$ cat src/design/tplc_pkg.sv
package tplc_pkg;

    localparam int LEVEL_W = 10;
    localparam int TICK_W  = 8;
    localparam int ROUND_W = 4;
    localparam int PHASE_W = 4;
    localparam int COLOR_W = 2;

    localparam int CFG_INDEX_W = 3;
    localparam int CFG_DATA_W  = 10;

    // register indexes
    localparam logic [CFG_INDEX_W-1:0] REG_CUTOFF_LEVEL    = 3'd0;
    localparam logic [CFG_INDEX_W-1:0] REG_WARN_LEVEL      = 3'd1;
    localparam logic [CFG_INDEX_W-1:0] REG_HYSTERESIS      = 3'd2;
    localparam logic [CFG_INDEX_W-1:0] REG_BLINK_OFF_TICKS = 3'd3;
    localparam logic [CFG_INDEX_W-1:0] REG_BLINK_ON_TICKS  = 3'd4;
    localparam logic [CFG_INDEX_W-1:0] REG_BLINK_ROUNDS    = 3'd5;

    localparam logic [LEVEL_W-1:0] CUTOFF_LEVEL_RST    = 10'd100;
    localparam logic [LEVEL_W-1:0] WARN_LEVEL_RST      = 10'd250;
    localparam logic [LEVEL_W-1:0] HYSTERESIS_RST      = 10'd50;
    localparam logic [TICK_W-1:0]  BLINK_OFF_TICKS_RST = 8'd4;
    localparam logic [TICK_W-1:0]  BLINK_ON_TICKS_RST  = 8'd10;
    localparam logic [ROUND_W-1:0] BLINK_ROUNDS_RST    = 4'd4;

    localparam logic [PHASE_W-1:0] PH_START         = 4'd0;
    localparam logic [PHASE_W-1:0] PH_SWITCH_ON     = 4'd1;
    localparam logic [PHASE_W-1:0] PH_NORMAL        = 4'd2;
    localparam logic [PHASE_W-1:0] PH_WARN_BLINK    = 4'd3;
    localparam logic [PHASE_W-1:0] PH_WARN_WAIT     = 4'd4;
    localparam logic [PHASE_W-1:0] PH_EMPTY_CUTOFF  = 4'd5;
    localparam logic [PHASE_W-1:0] PH_EMPTY_WAIT    = 4'd6;
    localparam logic [PHASE_W-1:0] PH_MANUAL_TOGGLE = 4'd7;
    localparam logic [PHASE_W-1:0] PH_MANUAL_WAIT   = 4'd8;

    localparam logic [COLOR_W-1:0] COLOR_NORMAL = 2'd0;
    localparam logic [COLOR_W-1:0] COLOR_YELLOW = 2'd1;
    localparam logic [COLOR_W-1:0] COLOR_RED    = 2'd2;

    localparam logic LED_LEVEL   = 1'b0;
    localparam logic LED_WARNING = 1'b1;

    typedef struct packed {
        logic [LEVEL_W-1:0] level_permille;
        logic               flow_outward;
        logic               manual_press;
    } in_item_t;

    typedef struct packed {
        logic               pump_on;
        logic               led_warning;
        logic [COLOR_W-1:0] led_color;
        logic [PHASE_W-1:0] phase;
    } out_item_t;

    typedef struct packed {
        logic [LEVEL_W-1:0] cutoff_level;
        logic [LEVEL_W-1:0] warn_level;
        logic [LEVEL_W-1:0] hysteresis;
        logic [TICK_W-1:0]  blink_off_ticks;
        logic [TICK_W-1:0]  blink_on_ticks;
        logic [ROUND_W-1:0] blink_rounds;
    } cfg_t;

endpackage

$ cat src/design/tplc_cfg_regs.sv
module tplc_cfg_regs (
    input  logic                                clk,
    input  logic                                rst_n,
    input  logic                                wr_en,
    input  logic [tplc_pkg::CFG_INDEX_W-1:0]    wr_index,
    input  logic [tplc_pkg::CFG_DATA_W-1:0]     wr_data,
    output tplc_pkg::cfg_t                      cfg
);
    import tplc_pkg::*;

    cfg_t cfg_reg;
    cfg_t cfg_next;

    always_comb
    begin
        cfg_next = cfg_reg;
        if (wr_en)
        begin
            unique case (wr_index)
                REG_CUTOFF_LEVEL:    cfg_next.cutoff_level    = wr_data[LEVEL_W-1:0];
                REG_WARN_LEVEL:      cfg_next.warn_level      = wr_data[LEVEL_W-1:0];
                REG_HYSTERESIS:      cfg_next.hysteresis      = wr_data[LEVEL_W-1:0];
                REG_BLINK_OFF_TICKS: cfg_next.blink_off_ticks = wr_data[TICK_W-1:0];
                REG_BLINK_ON_TICKS:  cfg_next.blink_on_ticks  = wr_data[TICK_W-1:0];
                REG_BLINK_ROUNDS:    cfg_next.blink_rounds    = wr_data[ROUND_W-1:0];
                default:             cfg_next = cfg_reg;  // unmapped index: ignored
            endcase
        end
    end

    always_ff @(posedge clk or negedge rst_n)
    begin
        if (!rst_n)
        begin
            cfg_reg.cutoff_level    <= CUTOFF_LEVEL_RST;
            cfg_reg.warn_level      <= WARN_LEVEL_RST;
            cfg_reg.hysteresis      <= HYSTERESIS_RST;
            cfg_reg.blink_off_ticks <= BLINK_OFF_TICKS_RST;
            cfg_reg.blink_on_ticks  <= BLINK_ON_TICKS_RST;
            cfg_reg.blink_rounds    <= BLINK_ROUNDS_RST;
        end
        else
        begin
            cfg_reg <= cfg_next;
        end
    end

    assign cfg = cfg_reg;

endmodule

$ cat src/design/tplc_ctrl.sv
module tplc_ctrl (
    input  logic                 clk,
    input  logic                 rst_n,
    input  logic                 step,
    input  tplc_pkg::in_item_t   item,
    input  tplc_pkg::cfg_t       cfg,
    output tplc_pkg::out_item_t  result
);
    import tplc_pkg::*;

    logic [PHASE_W-1:0] phase_reg, phase_next;
    logic               pump_reg, pump_next;
    logic               latch_reg, latch_next;
    logic [TICK_W-1:0]  tick_cnt_reg, tick_cnt_next;
    logic [ROUND_W-1:0] round_cnt_reg, round_cnt_next;
    logic               led_mode_reg, led_mode_next;
    logic [COLOR_W-1:0] led_color_reg, led_color_next;

    logic                latch_eff;
    logic [TICK_W-1:0]   tick_inc;
    logic [ROUND_W-1:0]  round_inc;
    logic [LEVEL_W:0]    level_x;
    logic [LEVEL_W:0]    cutoff_x;
    logic [LEVEL_W:0]    warn_x;
    logic [LEVEL_W:0]    warn_recover;
    logic [LEVEL_W:0]    empty_recover;

    always_comb
    begin
        latch_eff     = latch_reg | item.manual_press;
        tick_inc      = tick_cnt_reg + 1'b1;
        round_inc     = round_cnt_reg + 1'b1;
        level_x       = {1'b0, item.level_permille};
        cutoff_x      = {1'b0, cfg.cutoff_level};
        warn_x        = {1'b0, cfg.warn_level};
        warn_recover  = warn_x + {1'b0, cfg.hysteresis};
        empty_recover = cutoff_x + {1'b0, cfg.hysteresis};

        phase_next     = phase_reg;
        pump_next      = pump_reg;
        latch_next     = latch_eff;
        tick_cnt_next  = tick_cnt_reg;
        round_cnt_next = round_cnt_reg;
        led_mode_next  = led_mode_reg;
        led_color_next = led_color_reg;

        unique case (phase_reg)
            PH_START:
            begin
                pump_next  = 1'b0;
                phase_next = PH_SWITCH_ON;
            end
            PH_SWITCH_ON:
            begin
                if (level_x > cutoff_x)
                begin
                    pump_next = 1'b1;
                end
                led_mode_next  = LED_LEVEL;
                led_color_next = COLOR_NORMAL;
                phase_next     = PH_NORMAL;
            end
            PH_NORMAL:
            begin
                priority if (latch_eff)
                begin
                    phase_next = PH_MANUAL_TOGGLE;
                end
                else if (level_x < warn_x && item.flow_outward)
                begin
                    led_mode_next  = LED_WARNING;
                    led_color_next = COLOR_YELLOW;
                    pump_next      = 1'b0;
                    tick_cnt_next  = '0;
                    round_cnt_next = '0;
                    phase_next     = PH_WARN_BLINK;
                end
            end
            PH_WARN_BLINK:
            begin
                tick_cnt_next = tick_inc;
                if (!pump_reg)
                begin
                    if (tick_inc >= cfg.blink_off_ticks)
                    begin
                        pump_next     = 1'b1;
                        tick_cnt_next = '0;
                    end
                end
                else if (tick_inc >= cfg.blink_on_ticks)
                begin
                    tick_cnt_next  = '0;
                    round_cnt_next = round_inc;
                    if (round_inc >= cfg.blink_rounds)
                    begin
                        // last round done: pump stays on
                        round_cnt_next = '0;
                        led_mode_next  = LED_LEVEL;
                        led_color_next = COLOR_NORMAL;
                        phase_next     = PH_WARN_WAIT;
                    end
                    else
                    begin
                        pump_next = 1'b0;
                    end
                end
            end
            PH_WARN_WAIT:
            begin
                priority if (level_x > warn_recover)
                begin
                    phase_next = PH_SWITCH_ON;
                end
                else if (level_x < cutoff_x)
                begin
                    phase_next = PH_EMPTY_CUTOFF;
                end
            end
            PH_EMPTY_CUTOFF:
            begin
                led_mode_next  = LED_WARNING;
                led_color_next = COLOR_RED;
                pump_next      = 1'b0;
                phase_next     = PH_EMPTY_WAIT;
            end
            PH_EMPTY_WAIT:
            begin
                priority if (latch_eff)
                begin
                    phase_next = PH_MANUAL_TOGGLE;
                end
                else if (level_x > empty_recover && !(level_x < cutoff_x))
                begin
                    phase_next = PH_SWITCH_ON;
                end
            end
            PH_MANUAL_TOGGLE:
            begin
                led_mode_next  = LED_WARNING;
                led_color_next = COLOR_NORMAL;
                pump_next      = ~pump_reg;
                latch_next     = 1'b0;
                phase_next     = PH_MANUAL_WAIT;
            end
            PH_MANUAL_WAIT:
            begin
                if (latch_eff)
                begin
                    latch_next = 1'b0;
                    phase_next = PH_SWITCH_ON;
                end
            end
            default:
            begin
                // unused phase code: everything holds but the manual latch, which still takes a press
                latch_next = latch_eff;
            end
        endcase

        result.pump_on     = pump_next;
        result.led_warning = led_mode_next;
        result.led_color   = led_color_next;
        result.phase       = phase_next;
    end

    always_ff @(posedge clk or negedge rst_n)
    begin
        if (!rst_n)
        begin
            phase_reg     <= PH_START;
            pump_reg      <= 1'b0;
            latch_reg     <= 1'b0;
            tick_cnt_reg  <= '0;
            round_cnt_reg <= '0;
            led_mode_reg  <= LED_LEVEL;
            led_color_reg <= COLOR_NORMAL;
        end
        else if (step)
        begin
            phase_reg     <= phase_next;
            pump_reg      <= pump_next;
            latch_reg     <= latch_next;
            tick_cnt_reg  <= tick_cnt_next;
            round_cnt_reg <= round_cnt_next;
            led_mode_reg  <= led_mode_next;
            led_color_reg <= led_color_next;
        end
    end

    a_blink_led: assert property (@(posedge clk) disable iff (!rst_n)
        phase_reg == PH_WARN_BLINK |-> led_mode_reg == LED_WARNING
                                       && led_color_reg == COLOR_YELLOW)
        else $error("warn blink without yellow warning LED");

    a_empty_led: assert property (@(posedge clk) disable iff (!rst_n)
        phase_reg == PH_EMPTY_WAIT |-> led_mode_reg == LED_WARNING
                                       && led_color_reg == COLOR_RED && !pump_reg)
        else $error("empty wait with pump on or LED not red");

    a_manual_led: assert property (@(posedge clk) disable iff (!rst_n)
        phase_reg == PH_MANUAL_WAIT |-> led_mode_reg == LED_WARNING
                                        && led_color_reg == COLOR_NORMAL)
        else $error("manual wait with wrong LED state");

    a_start_leaves: assert property (@(posedge clk) disable iff (!rst_n)
        step && phase_reg == PH_START |=> phase_reg == PH_SWITCH_ON && !pump_reg)
        else $error("start phase did not move to switch on");

endmodule

$ cat src/design/tank_pump_level_controller.sv
// An accepted item is held in the input register and stepped once the result register is free or
//   draining; its result then sits at out_item until taken (input register, then result register).
// Throughput: one item per cycle while out_ready is high; the input register refills in the cycle
//   the result register is loaded, so a stalled output only holds one item in each.
// Reset (rst_n low, asynchronous): start phase, pump off, LED level display normal,
//   counters and manual latch cleared, settings back to their defaults.
module tank_pump_level_controller (
    input  logic                               clk,
    input  logic                               rst_n,
    input  logic                               in_valid,
    output logic                               in_ready,
    input  tplc_pkg::in_item_t                 in_item,
    output logic                               out_valid,
    input  logic                               out_ready,
    output tplc_pkg::out_item_t                out_item,
    input  logic                               cfg_valid,
    output logic                               cfg_ready,
    input  logic [tplc_pkg::CFG_INDEX_W-1:0]   cfg_index,
    input  logic [tplc_pkg::CFG_DATA_W-1:0]    cfg_data
);
    import tplc_pkg::*;

    logic      in_valid_reg;
    in_item_t  in_item_reg;
    logic      out_valid_reg;
    out_item_t out_item_reg;
    logic      step;
    cfg_t      cfg;
    out_item_t result;

    // step when a held item exists and the result slot is free or draining
    assign step      = in_valid_reg && (!out_valid_reg || out_ready);
    assign in_ready  = !in_valid_reg || step;
    assign cfg_ready = 1'b1;

    tplc_cfg_regs u_cfg (
        .clk      (clk),
        .rst_n    (rst_n),
        .wr_en    (cfg_valid),
        .wr_index (cfg_index),
        .wr_data  (cfg_data),
        .cfg      (cfg)
    );

    tplc_ctrl u_ctrl (
        .clk    (clk),
        .rst_n  (rst_n),
        .step   (step),
        .item   (in_item_reg),
        .cfg    (cfg),
        .result (result)
    );

    always_ff @(posedge clk or negedge rst_n)
    begin
        if (!rst_n)
        begin
            in_valid_reg  <= 1'b0;
            out_valid_reg <= 1'b0;
        end
        else
        begin
            if (in_ready)
            begin
                in_valid_reg <= in_valid;
            end
            if (step)
            begin
                out_valid_reg <= 1'b1;
            end
            else if (out_ready)
            begin
                out_valid_reg <= 1'b0;
            end
        end
    end

    always_ff @(posedge clk)
    begin
        if (in_valid && in_ready)
        begin
            in_item_reg <= in_item;
        end
        if (step)
        begin
            out_item_reg <= result;
        end
    end

    assign out_valid = out_valid_reg;
    assign out_item  = out_item_reg;

    a_step_fills_out: assert property (@(posedge clk) disable iff (!rst_n)
        step |=> out_valid_reg)
        else $error("stepped item did not reach the result register");

    a_held_item_kept: assert property (@(posedge clk) disable iff (!rst_n)
        in_valid_reg && !step |=> in_valid_reg && $stable(in_item_reg))
        else $error("held item lost before its step");

endmodule

$ cat config.mk
export PLATFORM = sky130hd
export DESIGN_NAME = tank_pump_level_controller
export DESIGN_NICKNAME = d
export VERILOG_FILES = /design/src/design/tplc_pkg.sv /design/src/design/tplc_cfg_regs.sv /design/src/design/tplc_ctrl.sv /design/src/design/tank_pump_level_controller.sv
export SDC_FILE = /design/constraint.sdc
export NUM_CORES = 1
export LEC_CHECK = 0
export BUFFER_PORTS_ARGS = -buffer_cell sky130_fd_sc_hd__buf_2
export CAP_MARGIN = 10
export CORE_MARGIN = 10
export CORE_UTILIZATION = 55
export CTS_BUF_LIST = sky130_fd_sc_hd__clkbuf_2
export DETAILED_ROUTE_END_ITERATION = 6
export PLACE_DENSITY = 0.73
export SETUP_SLACK_MARGIN = 0.05
export SYNTH_ARGS = -nofsm -noshare
export SYNTH_HDL_FRONTEND = slang
export SYNTH_SLANG_ARGS = --single-unit
$ cat constraint.sdc
create_clock -name clk -period 4.4 [get_ports clk]
set_input_delay 0.66 -clock clk [delete_from_list [all_inputs] [get_ports clk]]
set_output_delay 0.66 -clock clk [all_outputs]
set_load 0.1 [all_outputs]
; ---- After elaboration in Yosys (flattened, before gate mapping)
; Index checks and enable logic that the tools add are counted.
[word_totals]
out_inout_bits = 11
input_bits = 30
regBits = 93
elab_cells = 124
[classes]
reduce_logical = 25
n_lt_le_gt_ge = 8
bitwise_logic = 2
add_sub_neg = 4
n_mux = 46
eq_ne = 17
[ops]
columns = op, count
row1 = 4-bit 2-to-1 mux, 15
row2 = 8-bit 2-to-1 mux, 5
row3 = 4-bit case mux with 9 select lines, 1
row4 = 10-bit by 10-bit adder with 11-bit output, 2
row5 = 10-bit by 11-bit greater-than comparator with 1-bit output, 2
row6 = 10-bit less-than comparator, 2
row7 = "4-bit by 3-bit equality test with 1-bit output, second input constant", 4
row8 = 8-bit greater-or-equal comparator, 2
row9 = 8-bit case mux with 2 select lines, 1
row10 = 1-bit 2-to-1 mux, 15
row11 = 2-bit AND reduction, 6
row12 = 10-bit greater-than comparator, 1
row13 = 2-bit 2-to-1 mux, 5
row14 = "8-bit by 1-bit adder with 8-bit output, second input constant", 1
row15 = "4-bit by 2-bit equality test with 1-bit output, second input constant", 2
row16 = 2-bit case mux with 4 select lines, 1
row17 = 4-bit case mux with 2 select lines, 1
row18 = 2-bit OR reduction, 4
row19 = "3-bit by 2-bit equality test with 1-bit output, second input constant", 2
row20 = "3-bit equality test, second input constant", 2
row21 = "2-bit by 1-bit inequality test with 1-bit output, second input constant", 3
row22 = 6-bit AND reduction, 1
row23 = 1-bit case mux with 5 select lines, 1
row24 = "4-bit by 1-bit adder with 4-bit output, second input constant", 1
row25 = other kinds (15), 22

; ---- Logic depth before layout (Yosys ltp)
; Gate-level depths: netlist of run 1.
[depth]
word_depth = 6
ltp_mapped = 17
mapped_depth_nobuf = 17

; ---- By module
; From an unflattened synthesis of run 1, not the netlist that was laid out.
[hier_totals]
cells_unflattened = 610
hier_area_um2 = 6414.9
[modules_own_cells]
columns = module, cells_each, instances, seq_area_each_um2, area_each_um2
row1 = tplc_ctrl, 470, 1, 525.5, 3717.3
row2 = tplc_cfg_regs, 110, 1, 1271.2, 1981.9
row3 = tank_pump_level_controller, 30, 1, 650.6, 715.7

; ---- Worst setup path before layout of run 1
; Ideal clock, no wire load.
[synth_path]
path_type = register to register
from = register u_cfg.cfg_reg (netlist bit u_cfg.cfg[21])
to = register out_item_reg (netlist bit out_item[0]) (data pin)
setup_ns = 0.253
path_buffers = 0
t_required_ns = 4.147
period_less_slack_ns = 3.659
slack_ns = 0.741
path_stages_with_launch = 17
arrival_time_ns = 3.406
cell_sequence = dfstp_2 > ha_1 > a21o_1 > a21oi_1 > nor2b_1 > o21a_1 > o41ai_1 > nor2_1 > a311oi_1 > ha_1 > and3_1 > o21ai_0 > a41oi_1 > a211o_1 > o211ai_1 > o2111a_1 > nor2_1
[synth_lines]
columns = element, line_no
row1 = start: declaration, tplc_cfg_regs.sv:11  ; cfg_t cfg_reg;
row2 = start signal: assignment, tplc_cfg_regs.sv:44  ; cfg_reg <= cfg_next;
row3 = end signal: assignment, tank_pump_level_controller.sv:86  ; out_item_reg <= result;
row4 = end: declaration, tank_pump_level_controller.sv:26  ; out_item_t out_item_reg;

==> results_dict.tcl, run 1 <==
set metrics [dict create \
    period_share 0.924 \
    tritoncts "done" \
    run_status "finished, final reports clean" \
    routedWlPerCell_microns 17.6 \
    postSynthRegisterBits 93 \
    cts.htree.levels 3 \
    tns_ns 0 \
    fin_util 0.610 \
    top_cells_by_area_synth "sky130_fd_sc_hd__dfrtp_1, sky130_fd_sc_hd__ha_1, sky130_fd_sc_hd__edfxtp_1" \
    clk_pin_slew_worst_paths_ns 0.27 \
    critical_path.reg2reg.endpoint "out_item[0]$_DFFE_PP_" \
    finish.net_count 795 \
    leakage_uw 0.00315 \
    holdCritPathClass "input pin to asynchronous set/reset pin" \
    flip_flop_count_of_the_largest_register_all_copies_and_words_added 50 \
    yosys_warnings 0 \
    number_of_hold_buffers_added_after_cts 0 \
    synth_top_flop_cell "sky130_fd_sc_hd__dfrtp_1" \
    post_layout_min_period_ns 4.07 \
    syn2layout_area_growth_pct 7.48 \
    overflow 0 \
    final_max_tran_viols 0 \
    worst_reg2reg_setup_slack_ns 0.33 \
    async_set_or_reset_register_ratio_after_synthesis 0.785 \
    skew_ns 0.0382 \
    synth_top_area_share 0.229 \
    hold_viol 0 \
    pwr_cell_area_mw_per_mm2 478 \
    rsz0062_at_grt "false" \
    die_w_microns 126 \
    cts.root.buffer_cell "sky130_fd_sc_hd__clkbuf_2" \
    wl_mm 14.6 \
    vias_per_cell 5.94 \
    port_buffers 39 \
    ys_types 68 \
    core.rowCount 38 \
    clk-insertion-delay-late_ns 0.61 \
    postSynthCellCount 642 \
    path_class "flip-flop to flip-flop" \
    pin_count_of_the_biggest_net_entering_global_routing 41 \
    irDropWorstVdd_mv 0.268 \
    dp_hpwl_mm 11.4 \
    r2r_start "u_cfg.cfg[20]$_DFFE_PN0P_" \
    layout-drive-gt1-share 0.169 \
    firstDrtPassIters 5 \
    setup_viol 0 \
    global_route.usage.total 0.184 \
    timing.critical_path.arrival_ns 4.45 \
    cts_num_sinks 93 \
    most_used_standard_cell_by_instance_count_after_synthesis "sky130_fd_sc_hd__ha_1" \
    synth-seq-area-share 0.392 \
    die_ht_microns 126 \
    grt_antenna_before_repair 0 \
    grt_pass1_wl_mm 24.4 \
    floorplan.die_area_sq_mm 0.0160 \
    clock_tree.buffer_depth 2 \
    maxSlewHeadroom 0.259 \
    mappedNetlistArea_sq_mm 0.00624 \
    timing.critical_path.required_ns 4.79 \
    first_global_vias 4955 \
    route.vias.total 4909 \
    io_pins 41 \
    endpoint_kind "flip-flop" \
    rr_worst_depth 17 \
    place_congestion 0.943 \
    coreArea_sq_mm 0.0110 \
    first_iter_violations 379 \
    fin_worst_hold_slack_ns 0.159 \
    syn-num-nets 755 \
    cts_inserted_buffers 9 \
    critPathLaunchType "flip-flop" \
    final_antenna_net_count 0 \
    netlist_top_cells_count "sky130_fd_sc_hd__ha_1, sky130_fd_sc_hd__nand2_1, sky130_fd_sc_hd__dfrtp_1" \
    post_synth.cell_area_avg_sq_um 9.71 \
    diodes 0 \
    maxCapViolCount 0 \
    achievable_frequency_ghz 0.246 \
    yosysTopAreaCell "sky130_fd_sc_hd__dfrtp_1" \
    drcViolationCount 0 \
    synth-edff-count 20 \
    worstPathMaxFanout 5 \
    floorplan.initialDensity 0.568 \
    worstMarginPinSlew_ns 1.10 \
]
## where the power goes
| part | switching (uW) | internal [uW] |
|---|---|---|
| Sequential | 166 | 1070 |
| Combinational | 921 | 612 |
| Clock | 299 | 137 |
| Total | 1390 | 1820 |
## stage by stage
step | instance area, sq um | worst slack [ns] | cells | power, uW
3_3_place_gp | 6580 | 0.424 | 811 | 2690
3_5_place_dp | 6580 | 0.284 | 811 | 2750
5_1_grt | 6700 | 0.0761 | 827 | 3460
4_1_cts | 6690 | 0.225 | 827 | 3200
6_report | 6700 | 0.332 | 827 | 3200
2_1_floorplan | 6240 | 0.741 | 642 | 2380
## timing repair
item                                    in CTS  in global routing
endpoints found under the setup margin       0                  6
setup buffers                                0                  0
gates resized for setup                      0                  3
## how the worst max path moves through the flow
stage,start,cells after the start,slack [ns],endpoint
2_1_floorplan,u_cfg.cfg[21]$_DFFE_PN1P_,16,0.74,out_item[0]$_DFFE_PP_
3_3_place_gp,u_cfg.cfg[21]$_DFFE_PN1P_,16,0.42,out_item[0]$_DFFE_PP_
3_5_place_dp,u_cfg.cfg[21]$_DFFE_PN1P_,16,0.28,out_item[0]$_DFFE_PP_
4_1_cts,u_cfg.cfg[21]$_DFFE_PN1P_,16,0.22,out_item[0]$_DFFE_PP_
5_1_grt,u_cfg.cfg[20]$_DFFE_PN0P_,17,0.08,out_item[0]$_DFFE_PP_
6_report,u_cfg.cfg[20]$_DFFE_PN0P_,17,0.33,out_item[0]$_DFFE_PP_
## routing by layer
layer | track usage | vias up | share of wire
met1 | 0.223 | 2364 | 0.44
met2 | 0.317 | 108 | 0.50
met4 | 0.0703 | 0 | 0.016
met3 | 0.0342 | 24 | 0.043
li1 | - | 2413 | -
met5 | 0 | - | 0
## layout make-up
type | instances | area, sq um
sequential | 93 | 2450
inverter | 51 | 191
fill | 928 | 4280
tap | 140 | 175
timing repair buffer | 42 | 218
clock inverter | 4 | 50.0
clock buffer | 12 | 60.1
multi-input combinational | 485 | 3560
## cell families (layout without fill, tap and decap cells)
group	Yosys count	after routing	share of synthesized area
multiplexers	27	27	0.0488
AND/OR/NAND/NOR	178	178	0.139
other	1	1	0.000601
flip-flops	93	93	0.392
buffers and inverters	64	109	0.0399
XOR/XNOR	20	20	0.0281
adder cells (fa/ha/maj)	83	83	0.169
AO/OA/AOI/OAI	176	176	0.183
## placed cells by master, fill, tap and decap left out, types with 4 or more instances in the layout
master	synthesis	final
sky130_fd_sc_hd__a21oi_1	38	38
sky130_fd_sc_hd__o21a_1	4	4
sky130_fd_sc_hd__nor2_1	34	34
sky130_fd_sc_hd__nand2_1	67	67
sky130_fd_sc_hd__nand2b_1	11	11
sky130_fd_sc_hd__nand4_1	4	4
sky130_fd_sc_hd__dfrtp_1	57	57
sky130_fd_sc_hd__o31ai_1	5	5
sky130_fd_sc_hd__o311ai_0	4	4
sky130_fd_sc_hd__buf_2	1	39
sky130_fd_sc_hd__a21o_1	15	15
sky130_fd_sc_hd__xor2_1	11	11
sky130_fd_sc_hd__nand3_1	13	13
sky130_fd_sc_hd__inv_1	49	49
sky130_fd_sc_hd__clkbuf_2	0	12
sky130_fd_sc_hd__nor2b_1	7	7
sky130_fd_sc_hd__o21ai_0	56	55
sky130_fd_sc_hd__xnor2_1	9	9
sky130_fd_sc_hd__edfxtp_1	20	20
sky130_fd_sc_hd__and3_1	8	8
sky130_fd_sc_hd__or2_2	4	4
sky130_fd_sc_hd__o211a_1	4	4
sky130_fd_sc_hd__dfstp_2	16	16
sky130_fd_sc_hd__ha_1	81	81
sky130_fd_sc_hd__nor3_1	10	8
sky130_fd_sc_hd__a211oi_1	12	12
sky130_fd_sc_hd__mux2_2	26	26
## worst max-delay path: stages, from the launching register on
cell and delay, ns:
sky130_fd_sc_hd__dfrtp_1 0.46, sky130_fd_sc_hd__ha_1 0.24, sky130_fd_sc_hd__fa_1 0.44, sky130_fd_sc_hd__a211oi_1 0.28, sky130_fd_sc_hd__nor2_1 0.08, sky130_fd_sc_hd__o21a_1 0.19, sky130_fd_sc_hd__o21ai_2 0.17, sky130_fd_sc_hd__nand2b_1 0.08
sky130_fd_sc_hd__a21oi_1 0.19, sky130_fd_sc_hd__xor2_1 0.22, sky130_fd_sc_hd__ha_1 0.28, sky130_fd_sc_hd__and3_1 0.19, sky130_fd_sc_hd__o21ai_0 0.07, sky130_fd_sc_hd__a41oi_1 0.08, sky130_fd_sc_hd__a211o_1 0.31, sky130_fd_sc_hd__o211ai_1 0.24
sky130_fd_sc_hd__o2111a_1 0.29, sky130_fd_sc_hd__nor2_1 0.05
Note: power is estimated with default switching activity, not from simulation.
==> inputs of run 2 (changes only) <==
Settings changed: CTS_CLUSTER_SIZE from default to 25, MAX_ROUTING_LAYER from default to met4.
==> results_dict.tcl, run 2 (synthesized netlist as in run 1, its figures left out) <==
set metrics [dict create \
    endpoint_kind "flip-flop" \
    r2r_start "u_cfg.cfg[21]$_DFFE_PN1P_" \
    maxCapViolCount 0 \
    timing.critical_path.arrival_ns 4.60 \
    final_antenna_net_count 0 \
    overflow 0 \
    layout.cells.most_common_list "sky130_fd_sc_hd__ha_1, sky130_fd_sc_hd__nand2_1, sky130_fd_sc_hd__dfrtp_1" \
    worstMarginPinSlew_ns 1.08 \
    fin_util 0.608 \
    post_cts.repair.setup_buffers 0 \
    drcViolationCount 0 \
    wl_mm 15.0 \
    clock_tree.buffer_depth 2 \
    floorplan.initialDensity 0.568 \
    syn2layout_area_growth_pct 7.16 \
    timing.critical_path.required_ns 4.91 \
    skew_ns 0.0468 \
    cts_num_sinks 93 \
    coreArea_sq_mm 0.0110 \
    first_iter_violations 393 \
    period_share 0.930 \
    cts.root.buffer_cell "sky130_fd_sc_hd__clkbuf_2" \
    floorplan.die_area_sq_mm 0.0160 \
    grt_pass1_wl_mm 24.9 \
    cts_inserted_buffers 9 \
    place_congestion 0.946 \
    leakage_uw 0.00315 \
    setup.worst_path.start "u_cfg.cfg[21]$_DFFE_PN1P_" \
    maxSlewHeadroom 0.274 \
    holdCritPathClass "input pin to asynchronous set/reset pin" \
    port_buffers 39 \
    critPathLaunchType "flip-flop" \
    tns_ns 0 \
    diodes 0 \
    post_layout_min_period_ns 4.09 \
    clk-insertion-delay-late_ns 0.64 \
    run_status "finished, final reports clean" \
    global_route.usage.total 0.194 \
    routedWlPerCell_microns 18.1 \
    layout-drive-gt1-share 0.169 \
    path_class "flip-flop to flip-flop" \
    worstPathMaxFanout 5 \
    achievable_frequency_ghz 0.244 \
    io_pins 41 \
    dp_hpwl_mm 11.7 \
    pwr_cell_area_mw_per_mm2 475 \
    pin_count_of_the_biggest_net_entering_global_routing 39 \
    cts.htree.levels 3 \
    clk_pin_slew_worst_paths_ns 0.28 \
    die_ht_microns 126 \
    grt_antenna_before_repair 0 \
    rsz0062_at_grt "false" \
    final_max_tran_viols 0 \
    tritoncts "done" \
    core.rowCount 38 \
    vias_per_cell 5.97 \
    flip_flop_count_of_the_largest_register_all_copies_and_words_added 50 \
    irDropWorstVdd_mv 0.258 \
    hold_viol 0 \
    first_global_vias 5064 \
    final_common_cell "sky130_fd_sc_hd__ha_1" \
    route.vias.total 4937 \
    die_w_microns 126 \
    finish.net_count 795 \
    setup_viol 0 \
    firstDrtPassIters 5 \
]
[run 2: timing repair]
item,in CTS,in global routing
setup endpoints to repair,0,6
resized for setup,0,2
hold buffers,0,0
[run 2: through the flow]
stage          hold slack, ns  setup slack (ns)  cells  power, uW  instance area [sq um]
2_1_floorplan           0.364             0.741    642       2380                   6240
3_3_place_gp            0.468             0.424    811       2690                   6580
5_1_grt                 0.118            0.0837    827       3440                   6680
4_1_cts                0.0799             0.164    827       3170                   6680
6_report               0.0875             0.307    827       3180                   6680
3_5_place_dp            0.490             0.207    811       2760                   6580
[run 2: critical path: stages (launching register included)]
cell	delay, ns
sky130_fd_sc_hd__dfstp_2	0.66
sky130_fd_sc_hd__ha_1	0.26
sky130_fd_sc_hd__a21o_1	0.16
sky130_fd_sc_hd__a21oi_1	0.22
sky130_fd_sc_hd__nor2b_1	0.08
sky130_fd_sc_hd__o21a_1	0.19
sky130_fd_sc_hd__o41ai_2	0.40
sky130_fd_sc_hd__nor2_1	0.10
sky130_fd_sc_hd__a311oi_1	0.23
sky130_fd_sc_hd__ha_1	0.29
sky130_fd_sc_hd__and3_1	0.20
sky130_fd_sc_hd__a31oi_1	0.16
sky130_fd_sc_hd__o21ai_0	0.11
sky130_fd_sc_hd__a21oi_1	0.17
sky130_fd_sc_hd__o211ai_1	0.27
sky130_fd_sc_hd__o2111a_1	0.35
sky130_fd_sc_hd__nor2_1	0.11
[run 2: path summary, 6_finish.rpt]
kind | cells after the start | end | slack (ns)
worst max-delay path | 16 | out_item[0]$_DFFE_PP_ | 0.31
worst min-delay path | 1 | u_ctrl.round_cnt_reg[0]$_DFFE_PN0P_ | 0.09
worst max register to register | 16 | out_item[0]$_DFFE_PP_ | 0.31
worst min register to register | 1 | out_valid$_DFFE_PN0P_ | 0.53
max in group asynchronous | 2 | u_cfg.cfg[31]$_DFFE_PN1P_ | 3.24
min in group clk | 1 | in_item_reg[8]$_DFFE_PP_ | 0.18
[run 2: per-layer routing]
| metal | wire length [microns] | GRT usage | vias up | part of all wire |
|---|---|---|---|---|
| met1 | 6680 | 0.232 | 2382 | 0.45 |
| met2 | 7310 | 0.314 | 101 | 0.49 |
| li1 | - | - | 2416 | - |
| met5 | 0 | - | - | 0 |
| met3 | 517 | 0.0354 | 38 | 0.035 |
| met4 | 452 | 0.0871 | 0 | 0.030 |
[run 2: final cells by class]
type / count / area, sq um
clock buffers: 10 / 50.0
repair buffers: 42 / 218
multi-input cells: 485 / 3560
flip-flops and latches: 93 / 2450
inverters: 51 / 191
clock inverters: 6 / 43.8
well taps: 140 / 175
fillers: 972 / 4300
[run 2: where the power goes]
part	leakage [uW]	total, uW	internal, uW	switching (uW)
Clock	0.0000676	398	82.7	315
Combinational	0.00203	1540	614	927
Sequential	0.00105	1240	1070	168
==> inputs of run 3 (changes only) <==
Settings changed: BUFFER_PORTS_ARGS -buffer_cell sky130_fd_sc_hd__buf_2 to -buffer_cell sky130_fd_sc_hd__clkbuf_2.
Clock period 4.4 ns to 4.45 ns, I/O delays scaled along.
==> results_dict.tcl, run 3 (synthesized netlist as in run 1, its figures left out) <==
set metrics [dict create \
    route.vias.total 4909 \
    maxSlewHeadroom 0.279 \
    irDropWorstVdd_mv 0.389 \
    leakage_uw 0.00318 \
    timing.critical_path.arrival_ns 4.45 \
    place_ws_ns 0.332 \
    io_pins 41 \
    total_power_uw 3240 \
    power.clock.fraction 0.150 \
    critical-path-top-delay-family "compound AO/OA/AOI/OAI gates" \
    worstMarginPinSlew_ns 1.08 \
    achievable_frequency_ghz 0.247 \
    die_w_microns 126 \
    clk_pin_slew_worst_paths_ns 0.26 \
    syn2layout_area_growth_pct 7.91 \
    timing.critical_path.required_ns 4.86 \
    skew_ns 0.0254 \
    clk-insertion-delay-late_ns 0.61 \
    rsz0062_at_grt "false" \
    cts_inserted_buffers 9 \
    holdCritPathClass "input pin to asynchronous set/reset pin" \
    proportion_of_power_drawn_by_combinational_gates 0.472 \
    grt_pass1_wl_mm 24.3 \
    rr_worst_depth 17 \
    tritoncts "done" \
    cp_num_buf_inv 0 \
    floorplan.die_area_sq_mm 0.0160 \
    vias_per_cell 5.93 \
    cts_num_sinks 93 \
    internal_power_uw 1850 \
    tns_ns 0 \
    maxCapViolCount 0 \
    drcViolationCount 0 \
    slowest_stage "sky130_fd_sc_hd__dfrtp_1" \
    final_max_tran_viols 0 \
    first_global_vias 5035 \
    cts.htree.levels 3 \
    wl_met2_mm 7.46 \
    pin_count_of_the_biggest_net_entering_global_routing 42 \
    final_common_cell "sky130_fd_sc_hd__ha_1" \
    wl_mm 14.9 \
    place_congestion 0.926 \
    firstDrtPassIters 5 \
    floorplan.initialDensity 0.568 \
    path_class "flip-flop to flip-flop" \
    post_layout_min_period_ns 4.04 \
    netSwitchingPower_uw 1390 \
    routedWlPerCell_microns 18.0 \
    diodes 0 \
    flip_flop_count_of_the_largest_register_all_copies_and_words_added 50 \
    timing.final.ws_setup_ns 0.409 \
    routed.top_layer "met4" \
    r2r_start "u_cfg.cfg[20]$_DFFE_PN0P_" \
    wl_met1_mm 6.39 \
    overflow 0 \
    post_cts.repair.setup_buffers 0 \
    coreArea_sq_mm 0.0110 \
    grt_antenna_before_repair 0 \
    finish.net_count 796 \
    power.switching_fraction 0.429 \
    cts.root.buffer_cell "sky130_fd_sc_hd__clkbuf_2" \
    clock_tree.buffer_depth 2 \
    dp_hpwl_mm 11.6 \
    worst-path-stages 17 \
    pwr_cell_area_mw_per_mm2 481 \
    endpoint_kind "flip-flop" \
    hold_viol 0 \
    share_seq_of_total_power 0.378 \
    post_layout_instance_area_sq_mm 0.00673 \
    critPathLaunchType "flip-flop" \
    place_area_sq_mm 0.00659 \
    run_status "finished, final reports clean" \
    setup_viol 0 \
    core.rowCount 38 \
    layout-drive-gt1-share 0.167 \
    max_stage_delay_ns 0.46 \
    final_antenna_net_count 0 \
    port_buffers 39 \
    crit_chain "ha_1, fa_1, a211oi_1, nor2_1, o21a_1, o21ai_1, nand2b_1, a21oi_1, xor2_1, ha_1, and3_1, o21ai_0, a41oi_1, a211o_1, o211ai_1, o2111a_1, nor2_1" \
    worstPathMaxFanout 5 \
    setup.worst_path.start "u_cfg.cfg[20]$_DFFE_PN0P_" \
    layout.cells.most_common_list "sky130_fd_sc_hd__ha_1, sky130_fd_sc_hd__nand2_1, sky130_fd_sc_hd__dfrtp_1" \
    period_share 0.908 \
    wl_met3_microns 712 \
    global_route.usage.total 0.190 \
    die_ht_microns 126 \
    first_iter_violations 361 \
]
==> run 3: through the flow <==
stage	util	instances	hold slack, ns
6_report	0.613	828	0.0744
5_1_grt	0.613	828	0.0667
4_1_cts	0.612	828	0.0662
3_5_place_dp	0.600	812	0.494
3_3_place_gp	0.600	812	0.466
2_1_floorplan	-	642	0.372
==> run 3: timing repair <==
| action | in CTS | in global routing |
|---|---|---|
| hold buffers | 0 | 0 |
| gates resized for setup | 0 | 2 |
| setup endpoints to repair | 0 | 4 |
==> run 3: area by class of cell <==
type                       count  area (sq um)
fill                         915          4250
tap                          140           175
timing repair buffer          43           225
inverter                      51           191
sequential                    93          2450
multi-input combinational    485          3560
clock inverter                 7          87.6
clock buffer                   9          45.0
==> run 3: final timing paths <==
kind | slack, ns | to
min in group clk | 0.20 | in_item_reg[8]$_DFFE_PP_
worst max register to register | 0.41 | out_item[0]$_DFFE_PP_
worst max-delay path | 0.41 | out_item[0]$_DFFE_PP_
worst min register to register | 0.54 | u_ctrl.tick_cnt_reg[7]$_DFFE_PN0P_
worst min-delay path | 0.07 | u_ctrl.round_cnt_reg[1]$_DFFE_PN0P_
max in group asynchronous | 3.34 | u_cfg.cfg[45]$_DFFE_PN1P_
==> run 3: routing by layer <==
metal	vias to the layer above	global-route usage
met4	0	0.0723
met2	110	0.313
met1	2360	0.223
li1	2415	-
met5	-	-
met3	24	0.0421
==> run 3: power groups by stage <==
stage                     combinational [uW]  clock, uW  sequential, uW
after floorplan                         1080          0            1280
after global placement                  1450          0            1230
after detailed placement                1500          0            1240
after CTS                               1510        501            1220
after global routing                    1710        527            1250
final                                   1530        486            1220
